<file path="src/rtl/core/tkh_pkg.sv">
// shared types and constants for the top-k min-heap ranker
// no dependencies; imported by tkh_ctrl, tkh_datapath and the top level
`default_nettype none

package tkh_pkg;

  localparam int HeapDepthDefault = 64;
  localparam int MaxCap           = 64;
  localparam int CapW             = 7;
  localparam logic [CapW-1:0] CapReset = 7'd10;

  localparam int TagW   = 16;
  localparam int ScoreW = 32;
  localparam int SumW   = 33;
  localparam int InDataW  = 80;
  localparam int OutDataW = 120;

  typedef struct packed {
    logic [TagW-1:0]          tag;
    logic signed [ScoreW-1:0] pitch;
    logic signed [ScoreW-1:0] ioi;
    logic signed [SumW-1:0]   sum;
  } entry_t;

  typedef enum logic [3:0] {
    ST_IDLE,
    ST_UP_RD,
    ST_UP_CMP,
    ST_ROOT_RD,
    ST_ROOT_CMP,
    ST_DN_RD,
    ST_DN_CMP,
    ST_DR_RD,
    ST_DR_EMIT,
    ST_DR_TAIL,
    ST_DR_LOAD,
    ST_EMPTY
  } state_e;

  typedef enum logic [3:0] {
    OP_NOP,
    OP_LOAD,
    OP_UP_RD,
    OP_UP_CMP,
    OP_ROOT_RD,
    OP_ROOT_CMP,
    OP_DN_RD,
    OP_DN_CMP,
    OP_DR_RD,
    OP_DR_EMIT,
    OP_DR_TAIL,
    OP_DR_LOAD,
    OP_EMPTY
  } dp_op_e;

  typedef enum logic {
    FUNC_INSERT = 1'b0,
    FUNC_DRAIN  = 1'b1
  } func_e;

  typedef struct packed {
    dp_op_e op;
  } dp_cmd_t;

  typedef struct packed {
    logic cnt_zero;
    logic cnt_one;
    logic full;
    logic cur_zero;
    logic par_gt;
    logic root_lt;
    logic leaf;
    logic child_lt;
    logic out_free;
  } dp_status_t;

endpackage

`default_nettype wire

</file>
<file path="src/rtl/core/tkh_ctrl.sv">
// heap controller: state machine sequencing sift-up, root replacement,
// sift-down and drain over the datapath; depends on tkh_pkg
`default_nettype none

module tkh_ctrl import tkh_pkg::*; (
  input  wire logic       clk_i,
  input  wire logic       rst_ni,
  input  wire logic       in_valid_i,
  input  wire logic       in_func_i,
  output logic            in_ready_o,
  input  wire dp_status_t status_i,
  output dp_cmd_t         cmd_o
);

  state_e state_q, state_d;
  logic   drain_q, drain_d;

  always_ff @(posedge clk_i or negedge rst_ni) begin
    if (!rst_ni) begin
      state_q <= ST_IDLE;
      drain_q <= 1'b0;
    end else begin
      state_q <= state_d;
      drain_q <= drain_d;
    end
  end

  always_comb begin
    state_d    = state_q;
    drain_d    = drain_q;
    in_ready_o = 1'b0;
    cmd_o.op   = OP_NOP;
    unique case (state_q)
      ST_IDLE: begin
        in_ready_o = 1'b1;
        if (in_valid_i) begin
          cmd_o.op = OP_LOAD;
          if (in_func_i == FUNC_DRAIN) begin
            drain_d = 1'b1;
            state_d = status_i.cnt_zero ? ST_EMPTY : ST_DR_RD;
          end else begin
            drain_d = 1'b0;
            state_d = status_i.full ? ST_ROOT_RD : ST_UP_RD;
          end
        end
      end
      ST_UP_RD: begin
        cmd_o.op = OP_UP_RD;
        state_d  = status_i.cur_zero ? ST_IDLE : ST_UP_CMP;
      end
      ST_UP_CMP: begin
        cmd_o.op = OP_UP_CMP;
        state_d  = status_i.par_gt ? ST_UP_RD : ST_IDLE;
      end
      ST_ROOT_RD: begin
        cmd_o.op = OP_ROOT_RD;
        state_d  = ST_ROOT_CMP;
      end
      ST_ROOT_CMP: begin
        cmd_o.op = OP_ROOT_CMP;
        state_d  = status_i.root_lt ? ST_DN_RD : ST_IDLE;
      end
      ST_DN_RD: begin
        cmd_o.op = OP_DN_RD;
        if (status_i.leaf) begin
          state_d = drain_q ? ST_DR_RD : ST_IDLE;
        end else begin
          state_d = ST_DN_CMP;
        end
      end
      ST_DN_CMP: begin
        cmd_o.op = OP_DN_CMP;
        if (status_i.child_lt) begin
          state_d = ST_DN_RD;
        end else begin
          state_d = drain_q ? ST_DR_RD : ST_IDLE;
        end
      end
      ST_DR_RD: begin
        cmd_o.op = OP_DR_RD;
        state_d  = ST_DR_EMIT;
      end
      ST_DR_EMIT: begin
        cmd_o.op = OP_DR_EMIT;
        if (status_i.out_free) begin
          state_d = status_i.cnt_one ? ST_IDLE : ST_DR_TAIL;
        end
      end
      ST_DR_TAIL: begin
        cmd_o.op = OP_DR_TAIL;
        state_d  = ST_DR_LOAD;
      end
      ST_DR_LOAD: begin
        cmd_o.op = OP_DR_LOAD;
        state_d  = ST_DN_RD;
      end
      ST_EMPTY: begin
        cmd_o.op = OP_EMPTY;
        if (status_i.out_free) begin
          state_d = ST_IDLE;
        end
      end
      default: begin
        state_d = ST_IDLE;
      end
    endcase
  end

endmodule

`default_nettype wire

</file>
<file path="config.mk">
export PLATFORM = sky130hd
export DESIGN_NAME = tkh_ctrl
export DESIGN_NICKNAME = d
export VERILOG_FILES = /design/src/rtl/core/tkh_pkg.sv /design/src/rtl/core/tkh_ctrl.sv
export SDC_FILE = /design/constraint.sdc
export NUM_CORES = 1
export LEC_CHECK = 0
export BUFFER_PORTS_ARGS = -buffer_cell sky130_fd_sc_hd__buf_2
export CORE_AREA = 2 2 48 54
export DETAILED_ROUTE_END_ITERATION = 8
export DIE_AREA = 0 0 50 56
export PLACE_DENSITY = 0.4
export SLEW_MARGIN = 10
export SYNTH_ARGS = -nofsm -noshare
export SYNTH_HDL_FRONTEND = slang
export SYNTH_SLANG_ARGS = --single-unit
</file>
<file path="constraint.sdc">
create_clock -name clk_i -period 2.8 [get_ports clk_i]
set_input_delay 0.14 -clock clk_i [delete_from_list [all_inputs] [get_ports clk_i]]
set_output_delay 0.14 -clock clk_i [all_outputs]
set_load 0.1 [all_outputs]
</file>
==> metrics.yaml, run 1 <==
sta:
  report.final.hold_viol_count: 0
  maxSlewViolCount: 0
  fin_skew_ps: 3.44
  timing.final.crit_share: 0.673
  remaining_max_slew_budget_at_the_tightest_pin: 0.657
  fmaxAchievable_mhz: 531
  finalWorstPathRequiredPeriod_ps: 1880
  rsz_0062_raised_after_global_routing: "no"
  setup-tns-final_ps: 0
  timing_worst_slew_pin_value_ps: 514
  setup_viol_count_final: 0
cts:
  cts_max_path_buffers: 2
  cts_buf_count: 3
  clk-insertion-delay-late_ps: 250
  ctsHtreeMaxLevel: 1
  worst_setup_hold_path_clk_slew_ps: 40
  cts_root_buffer: "clkbuf_4"
  tritoncts: "built"
  clkSinkCount: 5
global_routing:
  grt_first_pass_wirelength_mm: 2.43
  grt-ovfl-total: 0
  grt_util_met3: 0.0376
  globalRouteMet2Util: 0.186
  grt_start_max_net_pins: 16
  antenna_found_initial: 0
  track_usage: 0.113
  via_count_of_the_first_global_routing_pass: 547
  global_route.peak_usage_layer: "met2"
  grtUsageMet1: 0.131
finish:
  layout.cells.most_common_list: "buf_2, a21oi_1, o21ai_1, dfrtp_1"
  finalNetCount: 97
  antennaDiodeCount: 0
  final_layout_size_suffix_gt1_frac: 0.349
  layout.core_utilization: 0.296
  final_common_cell: "buf_2"
  stdcell_count: 113
  layout-area-overhead-vs-synth_pct: 26.7
floorplan:
  design.die.area_um2: 2800
  die-width_um: 50
  start_util: 0.233
  cell_row_count: 18
  core_region_area_um2: 2230
  die_height_um: 56
  number_of_i_o_pins: 18
placement:
  portBuffers: 17
  detail_placement_hpwl_mm: 1.07
  finalWeightedCongestion: 0.659
  dp_cells: 108
synthesis:
  sequential_area_share_after_synthesis: 0.240
  ys_warn_count: 0
  synthesized_netlist_net_count: 78
  synth_seq_cells: 5
  netlist_instances: 65
  synth.lib_cells_used.distinct: 36
  post_synth.cell_area_avg_um2: 8.01
  synth_area_um2: 520
setup_path:
  regToRegStartpoint: "state_q[1]$_DFFE_PN0P_"
  worst-setup-path-type: "register to output pin"
  worst-endpoint-arrival_ps: 1740
  crit_path_launch_type: "register"
  critical_path.endpoint_type: "output pin"
  timing.critical_path.required_ps: 2660
  worstPathMaxFanout: 15
  setup.worst_path.start: "state_q[1]$_DFFE_PN0P_"
detailed_routing:
  drt_iter0_drc: 6
  number_of_nets_still_failing_antenna_checks_after_routing: 0
  routed_vias_inst: 4.68
  wire_length_per_cell_um: 12.3
  drc: 0
  vias: 529
  firstDrtPassIters: 4
  wl_mm: 1.39
run:
  drv_cap: 0
min_path:
  worst_hold_startpoint: "in_func_i"
  hold_class: "primary input to register"
status:
  outcome: "finished, final reports clean"
[per-layer routing]
| metal | vias up | share of wire |
|---|---|---|
| li1 | 275 | - |
| met1 | 239 | 0.46 |
| met2 | 13 | 0.48 |
| met3 | 2 | 0.045 |
| met4 | 0 | 0.014 |
| met5 | - | 0 |
[sequential cells by signal, summed over array words and instances, names as in the netlist]
register,cells
drain_q,1
state_q,4
[worst max-delay path, stage by stage (launching register included)]
cell	delay, ps
dfrtp_1	660
nand2_1	230
o21ai_1	170
buf_2	440
[cells in the mapped netlist (all sizes together)]
cell type | number | area, um2
or3 | 1 | 11.3
and2b | 3 | 26.3
xnor2 | 1 | 8.76
buf | 4 | 33.8
nand2b | 3 | 18.8
a31oi | 1 | 6.26
a211oi | 1 | 7.51
nand2 | 4 | 15.0
nor2 | 4 | 15.0
o2bb2ai | 1 | 8.76
nor4 | 2 | 18.8
nor2b | 4 | 25.0
o21ai | 7 | 38.8
inv | 3 | 11.3
a21oi | 7 | 35.0
a2bb2oi | 1 | 8.76
and3 | 1 | 6.26
o32a | 1 | 10.0
nor3 | 2 | 10.0
or2b | 1 | 7.51
a32oi | 1 | 8.76
nor4bb | 1 | 10.0
mux2 | 1 | 11.3
a22oi | 1 | 12.5
o22ai | 1 | 6.26
dfrtp | 5 | 125
o32ai | 1 | 8.76
a211o | 1 | 8.76
nand4 | 1 | 6.26
[worst paths after layout]
check | cells past startpoint | slack (ps) | to
worst max-delay path | 3 | 920 | cmd_o[3]
worst min-delay path | 2 | 150 | drain_q$_DFFE_PN0P_
worst max register to register | 4 | 1100 | state_q[0]$_DFFE_PN0P_
worst min register to register | 1 | 600 | drain_q$_DFFE_PN0P_
max in group asynchronous | 2 | 2430 | state_q[3]$_DFFE_PN0P_
min in group asynchronous | 2 | 240 | drain_q$_DFFE_PN0P_
[cells by family (layout without fill, tap and decap cells)]
| group | count (synthesis) | in the layout | share of synthesized area |
|---|---|---|---|
| AOI/OAI and AO/OA | 24 | 24 | 0.308 |
| DFF | 5 | 5 | 0.240 |
| muxes | 1 | 1 | 0.0216 |
| xor gates and xnor gates | 1 | 1 | 0.0168 |
| buffers and inverters | 7 | 25 | 0.0865 |
| and+or+nand+nor | 27 | 27 | 0.327 |
[through the flow]
stage               setup WS (ps)  hold WS (ps)  instance area [um2]
CTS                           910           144                  659
finish                        916           152                  659
floorplan                     461          -156                  534
global placement             1080         -42.4                  623
detailed placement           1110         -40.3                  623
global route                  775           159                  659
[what timing repair did]
action	4_1_cts	5_1_grt
resized for setup	0	0
hold buffers	1	0
hold endpoints to repair	5	0
setup buffers	0	0
[area by class of cell]
cell class / count / area, um2
fillers: 247 / 1570
inverters: 3 / 11.3
multi-input cells: 53 / 364
well taps: 30 / 37.5
clock buffers: 4 / 26.3
flip-flops and latches: 5 / 125
repair buffers: 18 / 95.1
Power of run 1 is not shown: default switching activity piles up to over one toggle a cycle in this logic, so the estimate is an artifact.
==> inputs of run 2 (changes only) <==
Settings changed: PLACE_DENSITY 0.4 to 0.42.
Clock period 2.8 ns to 1.6 ns, I/O delays scaled along.
==> run 2 against run 1 <==
Against the previous run: flip-flop and latch count unchanged; via count grew 9.8%; largest cell class unchanged; critical path depth up 1; sequential share of layout area fell by 3.9 points; cell count is 8.0% higher; design area grew 27%; worst setup slack got worse by 840 ps; worst hold slack worse by 59 ps.
==> metrics.yaml, run 2 (same netlist as run 1, synthesis figures left out) <==
status:
  outcome: "finished, final reports clean"
sta:
  finalWorstPathRequiredPeriod_ps: 1530
  timing.final.crit_share: 0.955
  fin_skew_ps: 2.85  # -0.593 ps
  report.final.hold_viol_count: 0  # unchanged
  remaining_max_slew_budget_at_the_tightest_pin: 0.782  # +0.124
  fmaxAchievable_mhz: 654
  setup_viol_count_final: 0  # unchanged
  rsz_0062_raised_after_global_routing: "no"
  fin_ws_ps: 72.0  # -844 ps
  timing_worst_slew_pin_value_ps: 325  # -188 ps
  maxSlewViolCount: 0  # unchanged
  hold-worst-slack_ps: 92.9  # -59.4 ps
global_routing:
  grt_start_max_net_pins: 12  # -4
  antenna_found_initial: 0  # unchanged
  via_count_of_the_first_global_routing_pass: 538  # -1.6%
  track_usage: 0.116  # +0.00287
  grt-ovfl-total: 0  # unchanged
  grt_first_pass_wirelength_mm: 2.46  # +1.2%
finish:
  multiInputGateArea_um2: 397  # +8.9%
  finalNetCount: 106  # +9.3%
  layout-area-overhead-vs-synth_pct: 61.3
  final_layout_size_suffix_gt1_frac: 0.467  # +0.118
  final.fill_count: 229  # -7.3%
  ff_latch_area_um2: 126  # +1.0%
  final_common_cell: "buf_2"
  antennaDiodeCount: 0  # unchanged
  layout.cells.most_common_list: "buf_2, buf_4, a21oi_1, buf_12"
  top_register: "state_q"
  layout.core_utilization: 0.377  # +0.0808
  largest_registers: "state_q (4), drain_q (1)"
  stdcell_count: 122  # +8.0%
  largest_register_ff_count: 4  # unchanged
placement:
  detail_placement_hpwl_mm: 1.22  # +14%
  portBuffers: 17  # unchanged
  dp_cells: 117  # +8.3%
  pre_cts_ws_ps: 168  # -939 ps
  finalWeightedCongestion: 0.788  # +20%
floorplan:
  core_region_area_um2: 2230  # unchanged
  die_height_um: 56  # unchanged
  design.die.area_um2: 2800  # unchanged
  start_util: 0.233  # unchanged
  die-width_um: 50  # unchanged
  number_of_i_o_pins: 18  # unchanged
  cell_row_count: 18  # unchanged
setup_path:
  crit_path_launch_type: "register"
  critical_path.endpoint_type: "output pin"
  setup.reg_to_reg.worst_slack_ps: 180  # -920 ps
  worst-endpoint-arrival_ps: 1450  # -290 ps
  setup.worst_path.start: "state_q[3]$_DFFE_PN0P_"
  timing.critical_path.required_ps: 1520  # -1140 ps
  regToRegStartpoint: "state_q[0]$_DFFE_PN0P_"
  worst-setup-path-type: "register to output pin"
  worstPathMaxFanout: 8  # -7
cts:
  worst_setup_hold_path_clk_slew_ps: 50  # about the same
  setup_repair_bufs_after_cts: 0  # unchanged
  clkSinkCount: 5  # unchanged
  cts_max_path_buffers: 2  # unchanged
  cts_root_buffer: "clkbuf_4"
  cts_buf_count: 3  # unchanged
  ctsHtreeMaxLevel: 1  # unchanged
  tritoncts: "built"
  clk-insertion-delay-late_ps: 250  # about the same
detailed_routing:
  number_of_nets_still_failing_antenna_checks_after_routing: 0  # unchanged
  vias: 581  # +9.8%
  wl_mm: 1.52  # +9.6%
  drc: 0  # unchanged
  firstDrtPassIters: 4  # unchanged
  drt_iter0_drc: 9  # +3
  wire_length_per_cell_um: 12.5  # +1.5%
  routed_vias_inst: 4.76  # +1.7%
min_path:
  worst_hold_startpoint: "in_func_i"
  hold_class: "primary input to register"
run:
  drv_cap: 0  # unchanged
[run 2: per-stage QoR]
| step | instance area [um2] | setup TNS, ps |
|---|---|---|
| floorplan | 561 | -2530 |
| global placement | 792 | 0 |
| detailed placement | 792 | 0 |
| CTS | 830 | 0 |
| global route | 840 | 0 |
| finish | 840 | 0 |
[run 2: worst max-delay path, cell delays in order (launching register included)]
cell      delay [ps]
dfrtp_2          460
buf_4            200
nor4_2            60
a211oi_2         270
buf_12           210
[run 2: routing by layer]
| layer | vias up | share of wire | track usage |
|---|---|---|---|
| li1 | 296 | - | - |
| met1 | 272 | 0.46 | 0.147 |
| met2 | 11 | 0.49 | 0.171 |
| met3 | 2 | 0.033 | 0.0242 |
| met4 | 0 | 0.013 | 0.0833 |
| met5 | - | 0 | 0 |
[run 2: path summary, 6_finish.rpt]
| kind | end | depth (start not counted) |
|---|---|---|
| worst min-delay path | drain_q$_DFFE_PN0P_ | 2 |
| worst max register to register | state_q[1]$_DFFE_PN0P_ | 5 |
| min in group asynchronous | state_q[2]$_DFFE_PN0P_ | 2 |
| worst min register to register | drain_q$_DFFE_PN0P_ | 1 |
| worst max-delay path | cmd_o[0] | 4 |
| max in group asynchronous | state_q[3]$_DFFE_PN0P_ | 2 |
[run 2: layout make-up]
cell class,instances,area share
inverters,3,0.0134
clock buffers,4,0.0313
well taps,30,0.0447
multi-input cells,53,0.472
flip-flops and latches,5,0.151
repair buffers,27,0.288
[run 2: repair_timing]
| action | in CTS | in global routing |
|---|---|---|
| hold buffers | 1 | 0 |
| setup endpoints to repair | 1 | 2 |
| gates resized for setup | 1 | 2 |
| endpoints found under the hold margin | 5 | 0 |
| pin swaps | 0 | 1 |
Power of run 2 is left out for the same reason.
==> inputs of run 3 (changes only) <==
Settings changed: CELL_PAD_IN_SITES_DETAIL_PLACEMENT from default to 1, CELL_PAD_IN_SITES_GLOBAL_PLACEMENT from default to 1, PLACE_DENSITY 0.42 to 0.55.
==> run 3 against run 2 <==
Against the previous run: worst hold slack lost 17 ps; sequential share of layout area decreased by 0.59 points; maximum frequency is 1.7% lower; cell count increased by 4.9%; die area stayed put; worst setup slack got worse by 26 ps; flip-flop and latch count is the same; design area rose by 6.1%; wire length is 20% higher; global-route usage is 2.4 points higher; critical endpoint is now in_ready_o; largest cell class unchanged; highest routed layer unchanged.
==> metrics.yaml, run 3 (same netlist as run 1, synthesis figures left out) <==
sta:
  finalWorstPathRequiredPeriod_ps: 1550  # +26.0 ps
  setup_viol_count_final: 0  # unchanged
  timing.final.crit_share: 0.971  # +0.0163
  maxSlewViolCount: 0  # unchanged
  fmaxAchievable_mhz: 643  # -1.7%
  remaining_max_slew_budget_at_the_tightest_pin: 0.765  # -0.0168
  setup-tns-final_ps: 0  # unchanged
  timing_worst_slew_pin_value_ps: 352  # +26.5 ps
  fin_skew_ps: 3.22  # +0.372 ps
  report.final.hold_viol_count: 0  # unchanged
  rsz_0062_raised_after_global_routing: "yes"
detailed_routing:
  firstDrtPassIters: 4  # unchanged
  number_of_nets_still_failing_antenna_checks_after_routing: 0  # unchanged
  wire_length_per_cell_um: 14.3  # +14%
  wl_mm: 1.83  # +20%
  vias: 620  # +6.7%
  routed_vias_inst: 4.84  # +1.7%
  drt_iter0_drc: 12  # +3
  drc: 0  # unchanged
finish:
  final_layout_size_suffix_gt1_frac: 0.520  # +0.0530
  largest_register_ff_count: 4  # unchanged
  finalNetCount: 112  # +5.7%
  antennaDiodeCount: 0  # unchanged
  largest_registers: "state_q (4), drain_q (1)"
  final_common_cell: "buf_4"
  final.fill_count: 280  # +22%
  ff_latch_area_um2: 129  # +2.0%
  top_register: "state_q"
  multiInputGateArea_um2: 397  # unchanged
  layout.cells.most_common_list: "buf_4, buf_2, a21oi_1, buf_12"
  layout-area-overhead-vs-synth_pct: 71.2
floorplan:
  start_util: 0.233  # unchanged
  core_region_area_um2: 2230  # unchanged
  die_height_um: 56  # unchanged
  design.die.area_um2: 2800  # unchanged
  number_of_i_o_pins: 18  # unchanged
  die-width_um: 50  # unchanged
  cell_row_count: 18  # unchanged
placement:
  portBuffers: 17  # unchanged
  finalWeightedCongestion: 0.787  # -0.19%
  detail_placement_hpwl_mm: 1.37  # +12%
global_routing:
  grt_first_pass_wirelength_mm: 2.90  # +18%
  grt_start_max_net_pins: 11  # -1
  track_usage: 0.140  # +0.0243
  antenna_found_initial: 0  # unchanged
  grt-ovfl-total: 0  # unchanged
  via_count_of_the_first_global_routing_pass: 588  # +9.3%
run:
  drv_cap: 0  # unchanged
cts:
  clk-insertion-delay-late_ps: 260  # about the same
  cts_max_path_buffers: 2  # unchanged
  tritoncts: "built"
  clkSinkCount: 5  # unchanged
  ctsHtreeMaxLevel: 1  # unchanged
  cts_buf_count: 3  # unchanged
  cts_root_buffer: "clkbuf_4"
  worst_setup_hold_path_clk_slew_ps: 50  # about the same
setup_path:
  timing.critical_path.cells: "buf_8 -> nor4_4 -> buf_4 -> buf_12"
  highest_delay_cell_along_the_critical_path: "dfrtp_2"
  crit_path_launch_type: "register"
  crit_family: "buffers and inverters"
  cpPeakStageDelay_ps: 450  # about the same
  critical_path.endpoint_type: "output pin"
  sum_of_buffers_and_inverters_on_the_critical_path: 3  # +1
  worstPathMaxFanout: 8  # unchanged
  worst-setup-path-type: "register to output pin"
  timing.critical_path.required_ps: 1520  # about the same
  worst-endpoint-arrival_ps: 1470  # +20 ps
min_path:
  hold_class: "primary input to register"
status:
  outcome: "finished, final reports clean"
## run 3: cell count changes in the layout (fill, tap and decap cells not counted), sizes merged
cell  delta
buf      +6
## run 3: layer usage
layer,track usage,wire [um],vias to the layer above
met2,0.216,936,15
met4,0.0833,34,0
met5,0,0,-
li1,-,-,309
met3,0.0296,72,2
met1,0.176,783,294
## run 3: worst reg2reg max path, cell delays in order, from the launching register on
cell and delay [ps]:
dfrtp_2 450, buf_8 160, nor4_4 260, buf_4 160, nand2_1 40, mux2_1 300
## run 3: cell type report
class,count,share of cell area
Clock buffer,4,0.0295
Inverter,3,0.0126
Multi-Input combinational cell,53,0.445
Sequential cell,5,0.145
Tap cell,30,0.0421
Timing Repair Buffer,33,0.326
## run 3: repair_timing
item / in CTS / in global routing
setup endpoints to repair: 2 / 4
gates resized for setup: 3 / 3
buffers inserted: 0 / 7
endpoints found under the hold margin: 5 / 0
hold buffers: 1 / 0
pin swaps: 1 / 2
## run 3: final timing paths
check | start | to | slack [ps] | cells past startpoint
min in group asynchronous | rst_ni | drain_q$_DFFE_PN0P_ | 150 | 2
hold reg to reg | drain_q$_DFFE_PN0P_ | drain_q$_DFFE_PN0P_ | 610 | 1
setup / recovery | state_q[2]$_DFFE_PN0P_ | in_ready_o | 50 | 4
hold / removal | in_func_i | drain_q$_DFFE_PN0P_ | 80 | 2
setup reg to reg | state_q[2]$_DFFE_PN0P_ | drain_q$_DFFE_PN0P_ | 110 | 5
max in group asynchronous | rst_ni | state_q[2]$_DFFE_PN0P_ | 1300 | 2
## run 3: metrics by stage
step | hold slack, ps | std cells | instance area (um2) | utilization | setup WS (ps)
2_1_floorplan | -216 | 65 | 561 | - | -598
3_3_place_gp | -96.1 | 116 | 785 | 0.352 | 165
5_1_grt | 69.8 | 128 | 891 | 0.400 | -48.2
4_1_cts | 76.7 | 121 | 830 | 0.372 | 38.1
3_5_place_dp | -100 | 116 | 785 | 0.352 | 157
6_report | 75.6 | 128 | 891 | 0.400 | 46.0
Power of run 3 is left out for the same reason.
